**config.mk**
```make
export PLATFORM = sky130hd
export DESIGN_NAME = timer_coalescing_event_fifo_flat
export DESIGN_NICKNAME = d
export VERILOG_FILES = /design/src/tcef_pkg.sv /design/src/tcef_if.sv /design/src/timer_coalescing_event_fifo.sv /design/src/tcef_ram.sv /design/src/flat_wrapper.sv
export SDC_FILE = /design/constraint.sdc
export NUM_CORES = 2
export LEC_CHECK = 0
export BUFFER_PORTS_ARGS = -buffer_cell sky130_fd_sc_hd__buf_2
export CAP_MARGIN = 20
export CORE_MARGIN = 3
export CORE_UTILIZATION = 64
export CTS_BUF_LIST = sky130_fd_sc_hd__clkbuf_8
export DETAILED_ROUTE_END_ITERATION = 8
export PLACE_DENSITY = 0.81
export RECOVER_POWER = 50
export SKIP_CTS_REPAIR_TIMING = 1
export SYNTH_ARGS = -nofsm -noshare
export SYNTH_HDL_FRONTEND = slang
export SYNTH_SLANG_ARGS = --single-unit
```
**constraint.sdc**
```tcl
create_clock -name clk -period 4.34 [get_ports clk]
set_input_delay 1.085 -clock clk [delete_from_list [all_inputs] [get_ports clk]]
set_output_delay 1.085 -clock clk [all_outputs]
set_load 0.01 [all_outputs]
```
**src/tcef_pkg.sv**
```systemverilog
// ----------------------------------------------------------------------------
// tcef_pkg
// shared types, sizes and codes of the timer coalescing event fifo
// ----------------------------------------------------------------------------
`default_nettype none

package tcef_pkg;

    // fifo storage
    localparam int FIFO_DEPTH = 64;
    localparam int ADDR_W     = $clog2(FIFO_DEPTH);
    localparam int CNT_W      = $clog2(FIFO_DEPTH + 1);

    // item fields
    localparam int TYPE_W = 3;
    localparam int KEY_W  = 6;
    localparam int DATA_W = 16;
    localparam int COPY_W = 8;
    localparam int OCC_W  = 7;

    // every key value has a pending mark
    localparam int KEY_COUNT = 1 << KEY_W;

    // event type codes
    localparam logic [TYPE_W-1:0] EV_TIMER = 3'd3;

    // item kind codes
    localparam logic KIND_ENQ = 1'b0;
    localparam logic KIND_DEQ = 1'b1;

    typedef struct packed {
        logic [TYPE_W-1:0] ev_type;
        logic [KEY_W-1:0]  key;
        logic [DATA_W-1:0] data;
    } entry_t;

    typedef struct packed {
        logic              wr_en;
        logic [ADDR_W-1:0] wr_addr;
        logic              rd_en;
        logic [ADDR_W-1:0] rd_addr;
    } ram_ctrl_t;

    function automatic logic [ADDR_W-1:0] next_ptr(input logic [ADDR_W-1:0] p);
        logic [ADDR_W-1:0] n;
        if (p == ADDR_W'(FIFO_DEPTH - 1))
            n = '0;
        else
            n = p + ADDR_W'(1);
        return n;
    endfunction

endpackage

`default_nettype wire

```
**src/tcef_if.sv**
```systemverilog
// ----------------------------------------------------------------------------
// tcef_if
// valid/ready channels for request and response items
// ----------------------------------------------------------------------------
`default_nettype none

interface tcef_req_if;
    logic                         valid;
    logic                         ready;
    logic                         kind;
    logic [tcef_pkg::TYPE_W-1:0]  event_type;
    logic [tcef_pkg::KEY_W-1:0]   ev_key;
    logic [tcef_pkg::DATA_W-1:0]  extra_data;
    logic [tcef_pkg::COPY_W-1:0]  copy_count;

    modport source (
        output valid, kind, event_type, ev_key, extra_data, copy_count,
        input  ready
    );
    modport sink (
        input  valid, kind, event_type, ev_key, extra_data, copy_count,
        output ready
    );
endinterface

interface tcef_rsp_if;
    logic                         valid;
    logic                         ready;
    logic                         popped;
    logic [tcef_pkg::TYPE_W-1:0]  out_type;
    logic [tcef_pkg::KEY_W-1:0]   out_key;
    logic [tcef_pkg::DATA_W-1:0]  out_data;
    logic                         overflow;
    logic [tcef_pkg::OCC_W-1:0]   occupancy;

    modport source (
        output valid, popped, out_type, out_key, out_data, overflow, occupancy,
        input  ready
    );
    modport sink (
        input  valid, popped, out_type, out_key, out_data, overflow, occupancy,
        output ready
    );
endinterface

`default_nettype wire

```
**src/timer_coalescing_event_fifo.sv**
```systemverilog
// ----------------------------------------------------------------------------
// timer_coalescing_event_fifo
// event fifo that keeps at most one pending timer entry per key
// ----------------------------------------------------------------------------
// Each request item is an enqueue or a dequeue and gives exactly one response
// item. An enqueue of a non-timer event writes copy_count copies, one per
// cycle, through the single write port of the entry ram; copies that find the
// fifo full are dropped and flagged as overflow. A timer enqueue writes one
// entry only when its key has no timer entry waiting, and marks the key. A
// dequeue reads the head entry through the registered ram read port and frees
// the key's mark if the entry is a timer. One item is worked on at a time;
// once accepted, an enqueue writes its copies in the push state, which a full
// fifo ends, and a dequeue of a non-empty fifo takes the head entry in the
// read state; an enqueue with no copies, a coalesced timer or a dequeue of an
// empty fifo goes straight to the done state. The done state loads the
// response register once its consumer has taken the last response.
// The next item is accepted the cycle after the response is loaded, even if
// that response still waits for its consumer. Pending marks are cleared by
// reset; the entry ram needs no clearing.
// ----------------------------------------------------------------------------
`default_nettype none

module timer_coalescing_event_fifo (
    input  wire logic clk,
    input  wire logic rst_n,
    tcef_req_if.sink  req,
    tcef_rsp_if.source rsp
);

    // sequencer states
    localparam logic [1:0] S_IDLE = 2'd0;
    localparam logic [1:0] S_PUSH = 2'd1;
    localparam logic [1:0] S_READ = 2'd2;
    localparam logic [1:0] S_DONE = 2'd3;

    logic [1:0] state_reg, state_next;

    // fifo bookkeeping
    logic [tcef_pkg::ADDR_W-1:0] head_reg, head_next;
    logic [tcef_pkg::ADDR_W-1:0] tail_reg, tail_next;
    logic [tcef_pkg::CNT_W-1:0]  count_reg, count_next;
    logic [tcef_pkg::KEY_COUNT-1:0] pending_reg, pending_next;

    // latched request
    tcef_pkg::entry_t            item_reg, item_next;
    logic [tcef_pkg::COPY_W-1:0] remain_reg, remain_next;

    // result being built
    logic                        res_has_reg, res_has_next;
    tcef_pkg::entry_t            res_entry_reg, res_entry_next;
    logic                        res_ovf_reg, res_ovf_next;

    // response register
    logic                        out_valid_reg, out_valid_next;
    logic                        out_has_reg, out_has_next;
    tcef_pkg::entry_t            out_entry_reg, out_entry_next;
    logic                        out_ovf_reg, out_ovf_next;
    logic [tcef_pkg::OCC_W-1:0]  out_occ_reg, out_occ_next;

    tcef_pkg::ram_ctrl_t ram_ctrl;
    tcef_pkg::entry_t    ram_rd_data;

    logic req_fire;
    logic fifo_full;
    logic out_free;

    assign req.ready = (state_reg == S_IDLE);
    assign req_fire  = req.valid && req.ready;
    assign fifo_full = (count_reg == tcef_pkg::CNT_W'(tcef_pkg::FIFO_DEPTH));
    assign out_free  = !out_valid_reg || rsp.ready;

    tcef_ram u_ram (
        .clk     (clk),
        .ctrl    (ram_ctrl),
        .wr_data (item_reg),
        .rd_data (ram_rd_data)
    );

    always_comb
    begin
        state_next     = state_reg;
        head_next      = head_reg;
        tail_next      = tail_reg;
        count_next     = count_reg;
        pending_next   = pending_reg;
        item_next      = item_reg;
        remain_next    = remain_reg;
        res_has_next   = res_has_reg;
        res_entry_next = res_entry_reg;
        res_ovf_next   = res_ovf_reg;
        out_valid_next = out_valid_reg;
        out_has_next   = out_has_reg;
        out_entry_next = out_entry_reg;
        out_ovf_next   = out_ovf_reg;
        out_occ_next   = out_occ_reg;
        ram_ctrl       = '0;
        ram_ctrl.wr_addr = tail_reg;
        ram_ctrl.rd_addr = head_reg;

        // consumer takes the response
        if (out_valid_reg && rsp.ready)
        begin
            out_valid_next = 1'b0;
        end

        unique case (state_reg)
            S_IDLE:
            begin
                if (req_fire)
                begin
                    item_next.ev_type = req.event_type;
                    item_next.key     = req.ev_key;
                    item_next.data    = req.extra_data;
                    res_has_next      = 1'b0;
                    res_entry_next    = '0;
                    res_ovf_next      = 1'b0;
                    if (req.kind == tcef_pkg::KIND_DEQ)
                    begin
                        if (count_reg != '0)
                        begin
                            // fetch head, result appears next cycle
                            ram_ctrl.rd_en = 1'b1;
                            head_next      = tcef_pkg::next_ptr(head_reg);
                            count_next     = count_reg - tcef_pkg::CNT_W'(1);
                            state_next     = S_READ;
                        end
                        else
                        begin
                            state_next = S_DONE;
                        end
                    end
                    else if (req.event_type == tcef_pkg::EV_TIMER)
                    begin
                        // coalesce: one entry per key while one is waiting
                        if (req.copy_count != '0 && !pending_reg[req.ev_key])
                        begin
                            remain_next = tcef_pkg::COPY_W'(1);
                            state_next  = S_PUSH;
                        end
                        else
                        begin
                            state_next = S_DONE;
                        end
                    end
                    else if (req.copy_count != '0)
                    begin
                        remain_next = req.copy_count;
                        state_next  = S_PUSH;
                    end
                    else
                    begin
                        state_next = S_DONE;
                    end
                end
            end

            S_PUSH:
            begin
                if (fifo_full)
                begin
                    // remaining copies are dropped
                    res_ovf_next = 1'b1;
                    state_next   = S_DONE;
                end
                else
                begin
                    ram_ctrl.wr_en = 1'b1;
                    tail_next      = tcef_pkg::next_ptr(tail_reg);
                    count_next     = count_reg + tcef_pkg::CNT_W'(1);
                    remain_next    = remain_reg - tcef_pkg::COPY_W'(1);
                    if (item_reg.ev_type == tcef_pkg::EV_TIMER)
                    begin
                        pending_next[item_reg.key] = 1'b1;
                    end
                    if (remain_reg == tcef_pkg::COPY_W'(1))
                    begin
                        state_next = S_DONE;
                    end
                end
            end

            S_READ:
            begin
                res_has_next   = 1'b1;
                res_entry_next = ram_rd_data;
                if (ram_rd_data.ev_type == tcef_pkg::EV_TIMER)
                begin
                    pending_next[ram_rd_data.key] = 1'b0;
                end
                state_next = S_DONE;
            end

            S_DONE:
            begin
                if (out_free)
                begin
                    out_valid_next = 1'b1;
                    out_has_next   = res_has_reg;
                    out_entry_next = res_entry_reg;
                    out_ovf_next   = res_ovf_reg;
                    out_occ_next   = tcef_pkg::OCC_W'(count_reg);
                    state_next     = S_IDLE;
                end
            end

            default:
            begin
                state_next = S_IDLE;
            end
        endcase
    end

    // control state
    always_ff @(posedge clk or negedge rst_n)
    begin
        if (!rst_n)
        begin
            state_reg     <= S_IDLE;
            head_reg      <= '0;
            tail_reg      <= '0;
            count_reg     <= '0;
            pending_reg   <= '0;
            out_valid_reg <= 1'b0;
        end
        else
        begin
            state_reg     <= state_next;
            head_reg      <= head_next;
            tail_reg      <= tail_next;
            count_reg     <= count_next;
            pending_reg   <= pending_next;
            out_valid_reg <= out_valid_next;
        end
    end

    // payload
    always_ff @(posedge clk)
    begin
        item_reg      <= item_next;
        remain_reg    <= remain_next;
        res_has_reg   <= res_has_next;
        res_entry_reg <= res_entry_next;
        res_ovf_reg   <= res_ovf_next;
        out_has_reg   <= out_has_next;
        out_entry_reg <= out_entry_next;
        out_ovf_reg   <= out_ovf_next;
        out_occ_reg   <= out_occ_next;
    end

    assign rsp.valid     = out_valid_reg;
    assign rsp.popped    = out_has_reg;
    assign rsp.out_type  = out_entry_reg.ev_type;
    assign rsp.out_key   = out_entry_reg.key;
    assign rsp.out_data  = out_entry_reg.data;
    assign rsp.overflow  = out_ovf_reg;
    assign rsp.occupancy = out_occ_reg;

`ifndef SYNTH
    // fill level never exceeds the storage
    assert property (@(posedge clk) disable iff (!rst_n)
        count_reg <= tcef_pkg::CNT_W'(tcef_pkg::FIFO_DEPTH))
        else $error("fill count beyond fifo depth");

    // no write into a full fifo
    assert property (@(posedge clk) disable iff (!rst_n)
        ram_ctrl.wr_en |-> !fifo_full)
        else $error("entry written while fifo full");

    // tail runs ahead of head by the fill count
    assert property (@(posedge clk) disable iff (!rst_n)
        tail_reg == tcef_pkg::ADDR_W'(head_reg + tcef_pkg::ADDR_W'(count_reg)))
        else $error("pointers disagree with fill count");

    // a head read follows a one-entry pop
    assert property (@(posedge clk) disable iff (!rst_n)
        (state_reg == S_IDLE && req_fire && req.kind == tcef_pkg::KIND_DEQ
            && count_reg != '0) |=> (state_reg == S_READ
            && count_reg == $past(count_reg) - tcef_pkg::CNT_W'(1)))
        else $error("dequeue did not pop exactly one entry");
`endif

endmodule

`default_nettype wire

```
**src/tcef_ram.sv**
```systemverilog
// ----------------------------------------------------------------------------
// tcef_ram
// entry storage, one write port and one registered read port
// ----------------------------------------------------------------------------
`default_nettype none

module tcef_ram (
    input  wire logic               clk,
    input  wire tcef_pkg::ram_ctrl_t ctrl,
    input  wire tcef_pkg::entry_t   wr_data,
    output tcef_pkg::entry_t        rd_data
);

    tcef_pkg::entry_t mem [tcef_pkg::FIFO_DEPTH];
    tcef_pkg::entry_t rd_data_reg;

    always_ff @(posedge clk)
    begin
        if (ctrl.wr_en)
        begin
            mem[ctrl.wr_addr] <= wr_data;
        end
    end

    always_ff @(posedge clk)
    begin
        if (ctrl.rd_en)
        begin
            rd_data_reg <= mem[ctrl.rd_addr];
        end
    end

    assign rd_data = rd_data_reg;

endmodule

`default_nettype wire

```
**src/flat_wrapper.sv**
```systemverilog
// flat-port wrapper written by rule: the top's interface ports become plain ports
module timer_coalescing_event_fifo_flat 
  (clk, rst_n, req_valid, req_kind, req_event_type, req_ev_key, req_extra_data, req_copy_count, req_ready, rsp_valid, rsp_popped, rsp_out_type, rsp_out_key, rsp_out_data, rsp_overflow, rsp_occupancy, rsp_ready);
  tcef_req_if req_i ();
  tcef_rsp_if rsp_i ();
  input  wire logic clk;
  input  wire logic rst_n;
  input wire logic [$bits(req_i.valid)-1:0] req_valid;
  input wire logic [$bits(req_i.kind)-1:0] req_kind;
  input wire logic [$bits(req_i.event_type)-1:0] req_event_type;
  input wire logic [$bits(req_i.ev_key)-1:0] req_ev_key;
  input wire logic [$bits(req_i.extra_data)-1:0] req_extra_data;
  input wire logic [$bits(req_i.copy_count)-1:0] req_copy_count;
  output wire logic [$bits(req_i.ready)-1:0] req_ready;
  output wire logic [$bits(rsp_i.valid)-1:0] rsp_valid;
  output wire logic [$bits(rsp_i.popped)-1:0] rsp_popped;
  output wire logic [$bits(rsp_i.out_type)-1:0] rsp_out_type;
  output wire logic [$bits(rsp_i.out_key)-1:0] rsp_out_key;
  output wire logic [$bits(rsp_i.out_data)-1:0] rsp_out_data;
  output wire logic [$bits(rsp_i.overflow)-1:0] rsp_overflow;
  output wire logic [$bits(rsp_i.occupancy)-1:0] rsp_occupancy;
  input wire logic [$bits(rsp_i.ready)-1:0] rsp_ready;
  assign req_i.valid = req_valid;
  assign req_i.kind = req_kind;
  assign req_i.event_type = req_event_type;
  assign req_i.ev_key = req_ev_key;
  assign req_i.extra_data = req_extra_data;
  assign req_i.copy_count = req_copy_count;
  assign req_ready = req_i.ready;
  assign rsp_valid = rsp_i.valid;
  assign rsp_popped = rsp_i.popped;
  assign rsp_out_type = rsp_i.out_type;
  assign rsp_out_key = rsp_i.out_key;
  assign rsp_out_data = rsp_i.out_data;
  assign rsp_overflow = rsp_i.overflow;
  assign rsp_occupancy = rsp_i.occupancy;
  assign rsp_i.ready = rsp_ready;
  timer_coalescing_event_fifo u_core (.clk(clk), .rst_n(rst_n), .req(req_i), .rsp(rsp_i));
endmodule
```
==> impl_results.md <==
- Outcome: complete, but fails checks
- Violated checks: capacitance limit, slew limit
- Synth Instances: 2988
- Residual DRC: 0
- Met2 Use GR: 47.5%
- Simple-gate portion of the synthesized area: 1.72%
- Pins Over Slew Limit: 1243
- Adder-cell share of the synthesized area: 0.263%
- Ys flop type: edfxtp_1
- R2R setup slack: 660 ps
- Initial Utilization: 64.6%
- Detailed-route wire length per cell: 33.3 um
- Hold worst-path end: u_core.item_reg[1]
- Max-Cap Viols: 20
- Synthesis-to-layout area growth: 11.5%
- Largest family of logic cells by synthesized area: multiplexers
- Root buffer cell: clkbuf_8
- Area contributors post-synth: edfxtp_1 74%, mux4_2 17%, dfrtp_1 3.1%
- Top cell type's share of synthesized area: 74.4%
- GRT Resource Usage Total: 30.4%
- Netlist cell types: 51
- Clock latency on the worst-skew pair: 930 ps
- YS warnings: 0
- Post-synthesis compound-gate area fraction: 1.44%
- Number of flip-flops in the largest register: 1600
- Worst path bufs/invs: 4
- Largest stage delay, worst path: 520 ps
- Critical path endpoint category: register
- Gr busiest metal: met2
- First-pass GRT wire length: 242 mm
- Final hold vios: 0
- Layout cells sized above 1: 32.6%
- Drt pass-1 iters: 6
- IO Port Bufs: 73
- Area leader, netlist: edfxtp_1
- Period utilization: 84.8%
- Chip Height: 335 um
- Mux cell area share after synthesis: 17.8%
- Pin count of the biggest net entering global routing: 75
- Rows: 120
- Core region area: 107000 um2
- Required @ worst endpoint: 4860 ps
- Final Setup Violations: 0
- CTS clk-pin slew, worst paths: 60 ps
- Fin crit period: 3680 ps
- Pwr Total: 46.9 mW
- CP top delay family: buffers and inverters
- Routed Antenna Nets: 0
- Placed insts: 4452
- Die ar.: 112000 um2
- Worst Setup Start Kind: register
- Final WL: 165 mm
- Fmax: 272 MHz
- Worst Clk Skew: 53.6 ps
- RD Place Congestion: 0.899
- Antenna violations before repair: 13
- LEAKAGE: 24.7 nW
- Die X: 335 um
- Detailed router's first-iteration violation count: 4595
- GR Layer Usage met3: 7.68%
- Ys async rst share: 4.76%
- Seq/Total Area, Yosys: 77.6%
- Detail Placement HPWL: 92.9 mm
- H-tree depth reported by CTS: 5
- EDFF count, synth: 1719
- Vias in the first global route: 35300
- Vias/cell: 6.90
- Slowest-stage cell, CP: nand3_1
- Sum Neg Setup Slack: 0 ps
- FF-to-FF Start: u_core.state_reg[1]
- CTS tree: done
- Mean post-synth cell area: 23.2 um2
- CP Data Arrival Time: 4190 ps
- Synthesized area: 69300 um2
- WS Path Type: register to register
- HP Start: req_extra_data[1]
- Hold depth: 1
- Hold Path Class: input port to register
- Syn Nets: 3040
- CTS buffer count: 293
- PD cells: 607 nW/um2
- Max-slew headroom: -124%
- Worst-case clock buffer depth: 4
- Non-Filler Instances: 4959
- RSZ-0062 raised after global routing: false
- Max Fanout on Critical Path: 25
- Slew @ Worst Pin: 3360 ps
- Vias: 34200
- Met1 usage: 41.4%
- CP Cell Sequence: inv_1 -> ha_1 -> inv_1 -> a31oi_1 -> buf_4 -> nand3_1 -> nor2_2 -> buf_4
- Worst reg2reg endpoint: u_core.u_ram.mem[60][13]
- Io pins: 74
- R2R depth: 8
- Register bit count reported by yosys: 1805
- GRT overflow: 0
- Worst vdd rail ir drop: 0.455 mV
- # clock sinks: 1805
- Post-Synth XOR/XNOR Area: 0.215%
- Nets@finish: 3398
==> placed cells by master, fill, tap and decap left out, types with 28 or more instances in the layout <==
cell,n
mux4_2,537
nor2_2,64
clkbuf_1,39
clkbuf_8,304
dfrtp_1,81
nor2_1,28
o21ai_0,120
clkinv_1,60
nand2_1,51
buf_2,58
edfxtp_1,1719
inv_1,102
clkinv_2,34
buf_4,100
==> per-layer routing <==
layer / vias to the layer above / part of all wire, % / wire length [um]
li1: 13400 / - / -
met1: 17800 / 35 / 57500
met2: 2476 / 49 / 81000
met3: 482 / 11 / 18800
met4: 14 / 4.7 / 7740
met5: - / 0.064 / 105
==> final cells by class <==
type,count,area (um2)
Tap cell,1403,1760
Antenna cell,3,7.51
Sequential cell,1805,53800
Fill cell,5636,30000
Clock inverter,198,993
Clock buffer,304,4180
Timing Repair Buffer,215,1530
Multi-Input combinational cell,1015,15000
Inverter,16,60.1
==> metrics by stage <==
stage	cell area, um2	hold WS, ps	setup WS (ps)	util (%)
after floorplan	69300	400	620	-
after global placement	72200	406	553	67.3
after detailed placement	72200	405	622	67.3
after CTS	77400	257	727	72.1
after global routing	77300	288	439	72.0
final	77300	337	661	72.0
==> power breakdown <==
group	internal, mW	total (mW)	switching [mW]
logic	5.51	12.0	6.53
clock network	6.84	13.2	6.32
registers	20.9	21.7	0.872
==> cells by family (layout without fill, tap and decap cells) <==
logic type | after synthesis | after routing
AOI/OAI and AO/OA | 178 | 178
xor gates and xnor gates | 17 | 17
adders and majority gates | 14 | 14
buffers and inverters | 168 | 733
DFF | 1805 | 1805
muxes | 559 | 559
other | 0 | 3
and+or+nand+nor | 247 | 247
==> synth_stat cells (11+ instances only) <==
| library cell | count |
|---|---|
| edfxtp_1 | 1719 |
| mux4_2 | 537 |
| o21ai_0 | 120 |
| nor2_1 | 93 |
| dfrtp_1 | 86 |
| clkbuf_1 | 85 |
| nand2_1 | 51 |
| buf_2 | 40 |
| and2_1 | 26 |
| buf_1 | 22 |
| a21oi_1 | 19 |
| inv_1 | 16 |
| nand3_1 | 15 |
| mux2i_1 | 14 |
| ha_1 | 13 |
| nand3b_1 | 13 |
| xnor2_1 | 11 |
==> how the worst max path moves through the flow <==
stage / to / slack (ps) / cells after the start / startpoint
2_1_floorplan: u_core.remain_reg[0] / 620 / 8 / req_ev_key[1]
3_3_place_gp: u_core.remain_reg[7] / 550 / 8 / req_ev_key[1]
3_5_place_dp: u_core.remain_reg[7] / 620 / 8 / req_ev_key[1]
4_1_cts: u_core.u_ram.mem[45][4] / 730 / 9 / u_core.state_reg[1]
5_1_grt: u_core.pending_reg[3] / 440 / 4 / u_core.item_reg[19]
6_report: u_core.u_ram.mem[60][13] / 660 / 8 / u_core.state_reg[1]
Power figures use the tool's default switching activity.
